### src/rtl/tlbs_pkg.sv
// Shared constants, codes and control types for the table search unit.
package tlbs_pkg;

    // Table geometry and field widths.
    localparam int TABLE_DEPTH = 64;
    localparam int ADDR_W      = $clog2(TABLE_DEPTH);
    localparam int CNT_W       = $clog2(TABLE_DEPTH + 1);
    localparam int BND_W       = CNT_W + 1;
    localparam int DATA_W      = 32;
    localparam int IDX_W       = 6;
    localparam int LEN_W       = 7;
    localparam int POS_W       = 7;
    localparam int OP_W        = 2;

    // Operation codes carried by an input transaction.
    typedef enum logic [OP_W-1:0] {
        OP_WRITE  = 2'd0,
        OP_LINEAR = 2'd1,
        OP_BINARY = 2'd2
    } t_op;

    // Controller states.
    typedef enum logic [2:0] {
        ST_IDLE,
        ST_LIN,
        ST_BIN_PROBE,
        ST_BIN_CMP,
        ST_FIN
    } t_state;

    // Commands from the controller to the datapath.
    typedef struct packed {
        logic wr;
        logic lin_start;
        logic lin_issue;
        logic bin_start;
        logic bin_probe;
        logic bin_update;
        logic set_hit_lin;
        logic set_hit_bin;
        logic set_miss;
        logic out_load;
    } t_cmd;

    // Status from the datapath to the controller.
    typedef struct packed {
        logic lin_hit;
        logic lin_more;
        logic bin_empty;
        logic bin_eq;
        logic out_free;
    } t_stat;

endpackage

### src/rtl/tlbs_ram.sv
// Generic single-port RAM with registered read data.
module tlbs_ram #(
    parameter int WIDTH = 32,
    parameter int DEPTH = 64
) (
    input  logic                     i_clk,
    input  logic                     i_we,
    input  logic [$clog2(DEPTH)-1:0] i_addr,
    input  logic [WIDTH-1:0]         i_wdata,
    output logic [WIDTH-1:0]         o_rdata
);

    logic [WIDTH-1:0] r_mem [DEPTH];
    logic [WIDTH-1:0] r_rdata;

    // An optional write and a read per cycle at the shared address.
    always_ff @(posedge i_clk) begin
        if (i_we) begin
            r_mem[i_addr] <= i_wdata;
        end
        r_rdata <= r_mem[i_addr];
    end

    assign o_rdata = r_rdata;

endmodule

### src/rtl/tlbs_ctrl.sv
// Controller state machine that sequences writes, linear and binary searches.
module tlbs_ctrl (
    input  logic                     i_clk,
    input  logic                     i_rst_n,
    input  logic                     i_valid,
    output logic                     o_ready,
    input  logic [tlbs_pkg::OP_W-1:0] i_op,
    input  tlbs_pkg::t_stat          i_stat,
    output tlbs_pkg::t_cmd           o_cmd
);

    import tlbs_pkg::*;

    t_state r_state;
    t_state n_state;
    t_cmd   cmd;

    // State register.
    always_ff @(posedge i_clk) begin
        if (!i_rst_n) begin
            r_state <= ST_IDLE;
        end else begin
            r_state <= n_state;
        end
    end

    // Next state and commands.
    always_comb begin
        n_state = r_state;
        cmd     = '0;
        o_ready = 1'b0;
        unique case (r_state)
            ST_IDLE: begin
                o_ready = 1'b1;
                if (i_valid) begin
                    unique case (t_op'(i_op))
                        OP_WRITE: begin
                            cmd.wr = 1'b1;
                        end
                        OP_LINEAR: begin
                            cmd.lin_start = 1'b1;
                            n_state       = ST_LIN;
                        end
                        OP_BINARY: begin
                            cmd.bin_start = 1'b1;
                            n_state       = ST_BIN_PROBE;
                        end
                        default: begin
                            n_state = ST_IDLE;
                        end
                    endcase
                end
            end
            ST_LIN: begin
                // Check the entry read last cycle, then fetch the next one.
                if (i_stat.lin_hit) begin
                    cmd.set_hit_lin = 1'b1;
                    n_state         = ST_FIN;
                end else if (i_stat.lin_more) begin
                    cmd.lin_issue = 1'b1;
                end else begin
                    cmd.set_miss = 1'b1;
                    n_state      = ST_FIN;
                end
            end
            ST_BIN_PROBE: begin
                if (i_stat.bin_empty) begin
                    cmd.set_miss = 1'b1;
                    n_state      = ST_FIN;
                end else begin
                    cmd.bin_probe = 1'b1;
                    n_state       = ST_BIN_CMP;
                end
            end
            ST_BIN_CMP: begin
                if (i_stat.bin_eq) begin
                    cmd.set_hit_bin = 1'b1;
                    n_state         = ST_FIN;
                end else begin
                    cmd.bin_update = 1'b1;
                    n_state        = ST_BIN_PROBE;
                end
            end
            ST_FIN: begin
                // Hand the result to the output register once it has room.
                if (i_stat.out_free) begin
                    cmd.out_load = 1'b1;
                    n_state      = ST_IDLE;
                end
            end
            default: begin
                n_state = ST_IDLE;
            end
        endcase
    end

    assign o_cmd = cmd;

    // A result is only loaded when the output register can take it.
    a_load_free: assert property (@(posedge i_clk) disable iff (!i_rst_n)
        cmd.out_load |-> i_stat.out_free)
        else $error("result loaded into a full output register");

    // At most one result source is selected in a cycle.
    a_one_result: assert property (@(posedge i_clk) disable iff (!i_rst_n)
        $onehot0({cmd.set_hit_lin, cmd.set_hit_bin, cmd.set_miss}))
        else $error("several result sources selected at once");

    // A binary compare always follows a probe that issued the read.
    a_cmp_after_probe: assert property (@(posedge i_clk) disable iff (!i_rst_n)
        (r_state == ST_BIN_CMP) |-> ($past(r_state) == ST_BIN_PROBE))
        else $error("binary compare without a preceding probe");

endmodule

### src/rtl/tlbs_dp.sv
// Datapath: table memory, search bounds, key compare and output register.
module tlbs_dp (
    input  logic                         i_clk,
    input  logic                         i_rst_n,
    input  tlbs_pkg::t_cmd               i_cmd,
    output tlbs_pkg::t_stat              o_stat,
    input  logic [tlbs_pkg::IDX_W-1:0]   i_entry_index,
    input  logic signed [tlbs_pkg::DATA_W-1:0] i_entry_value,
    input  logic signed [tlbs_pkg::DATA_W-1:0] i_search_key,
    input  logic                         i_cfg_valid,
    input  logic [tlbs_pkg::LEN_W-1:0]   i_cfg_data,
    input  logic                         i_out_ready,
    output logic                         o_out_valid,
    output logic                         o_found,
    output logic [tlbs_pkg::POS_W-1:0]   o_position
);

    import tlbs_pkg::*;

    logic [LEN_W-1:0]         r_list_length;
    logic signed [DATA_W-1:0] r_key;
    logic [CNT_W-1:0]         r_idx;
    logic [CNT_W-1:0]         n_idx;
    logic                     r_pend;
    logic [ADDR_W-1:0]        r_pend_addr;
    logic signed [BND_W-1:0]  r_lo;
    logic signed [BND_W-1:0]  n_lo;
    logic signed [BND_W-1:0]  r_hi;
    logic signed [BND_W-1:0]  n_hi;
    logic [ADDR_W-1:0]        r_mid;
    logic                     r_res_found;
    logic [POS_W-1:0]         r_res_pos;
    logic                     r_out_valid;
    logic                     r_out_found;
    logic [POS_W-1:0]         r_out_pos;

    logic [CNT_W-1:0]         used_len;
    logic [BND_W:0]           mid_sum;
    logic [ADDR_W-1:0]        mid;
    logic                     wr_ok;
    logic                     ram_we;
    logic [ADDR_W-1:0]        ram_addr;
    logic [DATA_W-1:0]        ram_rdata;
    logic signed [DATA_W-1:0] rd_value;
    t_stat                    stat;

    // Entries in use, capped at the table depth.
    assign used_len = (32'(r_list_length) > TABLE_DEPTH) ? CNT_W'(TABLE_DEPTH)
                                                          : CNT_W'(r_list_length);

    // Probe point of the binary search; both bounds are non-negative here.
    assign mid_sum = (BND_W + 1)'(r_lo) + (BND_W + 1)'(r_hi);
    assign mid     = ADDR_W'(mid_sum >> 1);

    // Memory port: writes from input transactions, reads for both searches.
    assign wr_ok  = 32'(i_entry_index) < TABLE_DEPTH;
    assign ram_we = i_cmd.wr && wr_ok;

    always_comb begin
        if (i_cmd.wr) begin
            ram_addr = ADDR_W'(i_entry_index);
        end else if (i_cmd.lin_issue) begin
            ram_addr = r_idx[ADDR_W-1:0];
        end else begin
            ram_addr = mid;
        end
    end

    tlbs_ram #(
        .WIDTH (DATA_W),
        .DEPTH (TABLE_DEPTH)
    ) u_ram (
        .i_clk   (i_clk),
        .i_we    (ram_we),
        .i_addr  (ram_addr),
        .i_wdata (i_entry_value),
        .o_rdata (ram_rdata)
    );

    assign rd_value = $signed(ram_rdata);

    // Status back to the controller.
    always_comb begin
        stat           = '0;
        stat.lin_hit   = r_pend && (rd_value == r_key);
        stat.lin_more  = r_idx < used_len;
        stat.bin_empty = r_lo > r_hi;
        stat.bin_eq    = rd_value == r_key;
        stat.out_free  = !r_out_valid || i_out_ready;
    end
    assign o_stat = stat;

    // Next search bounds and scan index.
    always_comb begin
        n_idx = r_idx;
        n_lo  = r_lo;
        n_hi  = r_hi;
        if (i_cmd.lin_start) begin
            n_idx = '0;
        end else if (i_cmd.lin_issue) begin
            n_idx = r_idx + 1'b1;
        end
        if (i_cmd.bin_start) begin
            n_lo = '0;
            n_hi = $signed(BND_W'(used_len)) - BND_W'(1);
        end else if (i_cmd.bin_update) begin
            if (rd_value < r_key) begin
                n_lo = $signed(BND_W'(r_mid)) + BND_W'(1);
            end else begin
                n_hi = $signed(BND_W'(r_mid)) - BND_W'(1);
            end
        end
    end

    // Control registers.
    always_ff @(posedge i_clk) begin
        if (!i_rst_n) begin
            r_list_length <= '0;
            r_pend        <= 1'b0;
            r_out_valid   <= 1'b0;
        end else begin
            if (i_cfg_valid) begin
                r_list_length <= i_cfg_data;
            end
            r_pend <= i_cmd.lin_issue;
            if (i_cmd.out_load) begin
                r_out_valid <= 1'b1;
            end else if (i_out_ready) begin
                r_out_valid <= 1'b0;
            end
        end
    end

    // Payload registers.
    always_ff @(posedge i_clk) begin
        r_idx <= n_idx;
        r_lo  <= n_lo;
        r_hi  <= n_hi;
        if (i_cmd.lin_start || i_cmd.bin_start) begin
            r_key <= i_search_key;
        end
        if (i_cmd.lin_issue) begin
            r_pend_addr <= r_idx[ADDR_W-1:0];
        end
        if (i_cmd.bin_probe) begin
            r_mid <= mid;
        end
        if (i_cmd.set_hit_lin) begin
            r_res_found <= 1'b1;
            r_res_pos   <= POS_W'(32'(r_pend_addr) + 1);
        end else if (i_cmd.set_hit_bin) begin
            r_res_found <= 1'b1;
            r_res_pos   <= POS_W'(32'(r_mid) + 1);
        end else if (i_cmd.set_miss) begin
            r_res_found <= 1'b0;
            r_res_pos   <= '0;
        end
        if (i_cmd.out_load) begin
            r_out_found <= r_res_found;
            r_out_pos   <= r_res_pos;
        end
    end

    assign o_out_valid = r_out_valid;
    assign o_found     = r_out_found;
    assign o_position  = r_out_pos;

    // A miss never reports a position.
    a_miss_pos: assert property (@(posedge i_clk) disable iff (!i_rst_n)
        $past(i_cmd.set_miss) |-> (!r_res_found && (r_res_pos == '0)))
        else $error("missed search carries a nonzero position");

    // A linear hit only comes from a read issued the cycle before.
    a_hit_pending: assert property (@(posedge i_clk) disable iff (!i_rst_n)
        i_cmd.set_hit_lin |-> $past(i_cmd.lin_issue))
        else $error("linear hit without a pending table read");

    // The binary probe point stays within the used part of the table.
    a_probe_range: assert property (@(posedge i_clk) disable iff (!i_rst_n)
        i_cmd.bin_probe |-> (CNT_W'(mid) < used_len))
        else $error("binary probe outside the used entries");

endmodule

### src/rtl/table_linear_binary_search_unit.sv
// Top level of the searchable table: controller, datapath and port wiring.
//
//  Channel   Direction  Handshake                 Payload
//  input     in         i_valid / o_ready         i_op, i_entry_index, i_entry_value,
//                                                 i_search_key
//  result    out        o_valid / i_ready         o_found, o_position
//  config    in         i_cfg_valid / o_cfg_ready i_cfg_data (list length)
//
// A linear search makes one table read per cycle through the single RAM port; a binary
// search makes a read, then a compare, for each probe.
// Reset is synchronous and active low; it clears the list length and control state,
// while table entries stay undefined until written.
// The output register holds a finished result, so a new transaction is accepted while
// it waits; a further result then stalls in the controller until the slot frees up.
module table_linear_binary_search_unit (
    input  logic                                i_clk,
    input  logic                                i_rst_n,
    input  logic                                i_valid,
    output logic                                o_ready,
    input  logic [tlbs_pkg::OP_W-1:0]           i_op,
    input  logic [tlbs_pkg::IDX_W-1:0]          i_entry_index,
    input  logic signed [tlbs_pkg::DATA_W-1:0]  i_entry_value,
    input  logic signed [tlbs_pkg::DATA_W-1:0]  i_search_key,
    output logic                                o_valid,
    input  logic                                i_ready,
    output logic                                o_found,
    output logic [tlbs_pkg::POS_W-1:0]          o_position,
    input  logic                                i_cfg_valid,
    output logic                                o_cfg_ready,
    input  logic [tlbs_pkg::LEN_W-1:0]          i_cfg_data
);

    import tlbs_pkg::*;

    t_cmd  cmd;
    t_stat stat;

    // The list length register takes a write in any cycle.
    assign o_cfg_ready = 1'b1;

    tlbs_ctrl u_ctrl (
        .i_clk   (i_clk),
        .i_rst_n (i_rst_n),
        .i_valid (i_valid),
        .o_ready (o_ready),
        .i_op    (i_op),
        .i_stat  (stat),
        .o_cmd   (cmd)
    );

    tlbs_dp u_dp (
        .i_clk         (i_clk),
        .i_rst_n       (i_rst_n),
        .i_cmd         (cmd),
        .o_stat        (stat),
        .i_entry_index (i_entry_index),
        .i_entry_value (i_entry_value),
        .i_search_key  (i_search_key),
        .i_cfg_valid   (i_cfg_valid),
        .i_cfg_data    (i_cfg_data),
        .i_out_ready   (i_ready),
        .o_out_valid   (o_valid),
        .o_found       (o_found),
        .o_position    (o_position)
    );

endmodule

### config.mk
export PLATFORM = sky130hd
export DESIGN_NAME = table_linear_binary_search_unit
export DESIGN_NICKNAME = d
export VERILOG_FILES = /design/src/rtl/tlbs_pkg.sv /design/src/rtl/tlbs_ram.sv /design/src/rtl/tlbs_ctrl.sv /design/src/rtl/tlbs_dp.sv /design/src/rtl/table_linear_binary_search_unit.sv
export SDC_FILE = /design/constraint.sdc
export NUM_CORES = 2
export LEC_CHECK = 0
export BUFFER_PORTS_ARGS = -buffer_cell sky130_fd_sc_hd__buf_2
export CAP_MARGIN = 20
export CORE_UTILIZATION = 40
export DETAILED_ROUTE_END_ITERATION = 12
export SETUP_SLACK_MARGIN = 0.05
export SYNTH_ARGS = -nofsm -noshare
export SYNTH_HDL_FRONTEND = slang
export SYNTH_SLANG_ARGS = --single-unit
export TNS_END_PERCENT = 1
### constraint.sdc
create_clock -name i_clk -period 9.9 [get_ports i_clk]
set_input_delay 0.99 -clock i_clk [delete_from_list [all_inputs] [get_ports i_clk]]
set_output_delay 0.99 -clock i_clk [all_outputs]
set_load 0.01 [all_outputs]
==> metrics.md <==
| Metric | Value |
|---|---|
| Status | completed |
| Crit path DAT | 7.25 ns |
| Reg-to-reg critical path startpoint | u_dp.r_list_length[6]$_SDFFE_PN0P_ |
| Total power | 21.7 mW |
| Cells after Synth | 6,360 |
| Die X | 467 um |
| Number of max-cap violations | 0 |
| Sequential cell area | 0.0647 mm2 |
| Initial core utilization | 0.403 |
| Hold Vio Cnt, Final | 0 |
| Syn avg cell area | 13.6 um2 |
| R2r setup slk | 3.41 ns |
| Largest net degree at the start of global routing | 130 |
| Setup WS post-layout | 3.41 ns |
| First-pass DRT Iterations | 6 |
| Worst r2r dst | u_dp.u_ram.o_rdata[7]$_DFF_P_ |
| Synthesized area | 0.0866 mm2 |
| Leak | 33.6 nW |
| Largest cells by area after synthesis | edfxtp_1, nand2_1, nand3_1 |
| CP required | 10.66 ns |
| Setup TNS Final | 0 ns |
| Final min period | 6.49 ns |
| GR Overflow Total | 0 |
| Highest-delay cell along the critical path | o311a_4 |
| Die height | 467 um |
| Clock Path Buffers | 3 |
| Area delta synth->final | 13.0% |
| Cts repair resizes | 0 |
| Gp weighted congestion | 0.920 |
| DP HPWL | 158,000 um |
| Top Ports | 95 |
| Synth Flop Type | edfxtp_1 |
| CTS buffer count | 214 |
| TritonCTS clock tree | yes |
| Worst-path clk slew | 0.07 ns |
| Worst Setup Path Type | register to register |
| Worst vdd ir | 202 uV |
| Synth area leader | edfxtp_1 |
| Count leader, synth | edfxtp_1 |
| Max_slew headroom | 0.163 |
| Detailed-route via count | 56,100 |
| Post-Syn Nets | 6,501 |
| Startpoint types | register |
| DR WL/cell | 29.4 um |
| Row cnt | 170 |
| Endpoints failing setup | 0 |
| Post-route antenna net violation count | 0 |
| Area of the multi-input gates | 0.0204 mm2 |
| Root buffer cell | clkbuf_16 |
| Core Area | 0.215 mm2 |
| # port buffers | 93 |
| Top cell type's share of synthesized area | 0.733 |
| Top cells by count, synth | edfxtp_1, nand2_1, nand3_1 |
| Fin nets | 6,596 |
| Initial antenna violation count | 40 |
| Worst slew pin tran | 1.24 ns |
| CTS H-tree depth | 4 |
| Largest stage delay, worst path | 0.78 ns |
| First-pass GRT wire length | 393,000 um |
| Hold WS | 0.308 ns |
| Vias per cell | 5.89 |
| FF-to-FF path depth | 15 |
| Max Slew Vio Count | 0 |
| RSZ-0062 raised after global routing | false |
| Vias in the first global route | 52,100 |
| Number of synthesized flops with an enable pin | 2,115 |
| Pwr/cell area | 222 mW/mm2 |
| Tcrit/Tclk final | 0.655 |
| Critical Path Source | u_dp.r_list_length[6]$_SDFFE_PN0P_ |
| Hold Crit Class | input port to register |
| # DRC | 0 |
| Post-CTS Setup Inserts | 0 |
| Critical path capture point | u_dp.u_ram.o_rdata[7]$_DFF_P_ |
| F_max | 154 MHz |
| Synth Register Bits | 2,174 |
| Crit path cell chain | clkinv_1 > nand2_1 > ha_1 > or4b_1 > a21oi_1 > o21ai_0 > o21ai_0 > o311a_4 > buf_4 > buf_4 > and3_1 > a211oi_1 > a31oi_1 > nand4_1 > or3_1 |
| CTS hold repair buffers | 0 |
| Crit-path max FO | 55 |
| Fillers | 18,900 |
| Clock sinks | 2,174 |
| Drt initial violations | 9,306 |
| Layout cells sized above 1 | 0.105 |
| Synth warn | 0 |
| Critical path endpoint category | register |
| Clock skew | 0.0744 ns |
| Unique masters post-synth | 94 |
| Seq/Total Area, Yosys | 0.747 |
| Overall routing resource usage | 0.251 |
| Total Wirelength | 279,000 um |
| Die area | 0.218 mm2 |
| DP Worst Slack | 3.51 ns |
| Synth async-reset ratio | 0 |
| Skew-Pair Late Insertion Delay | 0.88 ns |
-- stage by stage --
step                std cells  area, um2   util
floorplan                6360      86600      -
global placement         9071      90900  0.423
global route             9496      97900  0.456
finish                   9510      97900  0.456
detailed placement       9074      90900  0.423
CTS                      9476      97800  0.455
-- worst min path at each step --
stage / start / endpoint / slack [ns] / cells past startpoint
after floorplan: u_dp.r_res_pos[0]$_DFFE_PP_ / u_dp.o_position[0]$_DFFE_PP_ / 0.40 / 0
after CTS: i_search_key[31] / u_dp.r_key[31]$_DFFE_PP_ / 0.26 / 1
final: i_search_key[31] / u_dp.r_key[31]$_DFFE_PP_ / 0.31 / 1
after detailed placement: u_dp.r_res_pos[2]$_DFFE_PP_ / u_dp.o_position[2]$_DFFE_PP_ / 0.41 / 0
after global placement: u_dp.r_res_pos[2]$_DFFE_PP_ / u_dp.o_position[2]$_DFFE_PP_ / 0.40 / 0
after global routing: i_search_key[31] / u_dp.r_key[31]$_DFFE_PP_ / 0.28 / 1
-- registers in the layout (all words and copies together), names as in the netlist, 3 cells and up --
signal              cells
u_dp.u_ram.r_mem     2048
u_dp.r_key             32
u_dp.u_ram.o_rdata     32
u_dp.r_hi               8
u_dp.o_position         7
u_dp.r_idx              7
u_dp.r_list_length      7
u_dp.r_lo               7
u_dp.r_res_pos          7
u_dp.r_mid              6
u_dp.r_pend_addr        6
u_ctrl.r_state          3
-- power breakdown --
part | internal, mW | switching, mW
clock | 4.45 | 3.58
combinational | 0.892 | 2.49
sequential | 10.2 | 0.0533
total | 15.6 | 6.13
-- critical path, delay by kind of cell (launching register included) --
kind,cells,cell delay (ns)
AO/OA/AOI/OAI,6,2.44
adder cells (fa/ha/maj),1,0.20
buffers and inverters,3,1.40
flip-flops,1,0.36
AND/OR/NAND/NOR,5,1.86
-- routing by layer --
layer / vias up / global-route usage / share of wire
li1: 23900 / - / -
met1: 28300 / 0.357 / 0.40
met2: 3391 / 0.380 / 0.45
met3: 426 / 0.0607 / 0.12
met4: 16 / 0.0772 / 0.029
met5: - / 0 / 0.00034
-- layout by cell type (no fill, tap or decap), drive strengths merged, types with 4 or more instances in the layout --
| cell type | n |
|---|---|
| inv | 62 |
| nand4 | 81 |
| o311ai | 4 |
| clkinv | 98 |
| or2 | 7 |
| nand4b | 4 |
| a21oi | 249 |
| a31o | 25 |
| nor2 | 95 |
| a21o | 52 |
| xnor2 | 9 |
| buf | 274 |
| nor4 | 8 |
| nor3 | 25 |
| o31ai | 5 |
| mux2 | 4 |
| a31oi | 198 |
| o21ai | 22 |
| clkbuf | 279 |
| edfxtp | 2115 |
| or3 | 34 |
| ha | 56 |
| a221oi | 23 |
| nand3b | 29 |
| a211oi | 159 |
| dfxtp | 59 |
| o22ai | 7 |
| xor2 | 11 |
| nand2 | 1583 |
| mux2i | 168 |
| o21a | 10 |
| a2111oi | 5 |
| and3 | 162 |
| nand2b | 10 |
| diode | 31 |
| bufinv | 15 |
| nand3 | 611 |
| a22oi | 8 |
| clkinvlp | 4 |
| nor2b | 19 |
-- area by class of cell --
| class | instances | area share |
|---|---|---|
| flip-flops and latches | 2174 | 0.661 |
| multi-input cells | 3735 | 0.209 |
| clock buffers | 279 | 0.0580 |
| well taps | 2838 | 0.0363 |
| repair buffers | 274 | 0.0213 |
| clock inverters | 123 | 0.0121 |
| inverters | 56 | 0.00215 |
| diodes | 31 | 0.000792 |
-- cell families (layout without fill, tap and decap cells) --
logic type / Yosys count / in the layout / synth area share
AND/OR/NAND/NOR: 2679 / 2679 / 0.138
AO/OA/AOI/OAI: 806 / 806 / 0.0615
XOR/XNOR: 20 / 20 / 0.00202
multiplexers: 172 / 172 / 0.0199
adder cells (fa/ha/maj): 57 / 57 / 0.00832
other: 1 / 32 / 0.0000433
flip-flops: 2174 / 2174 / 0.747
buffers and inverters: 451 / 732 / 0.0234
Power figures use the tool's default switching activity.
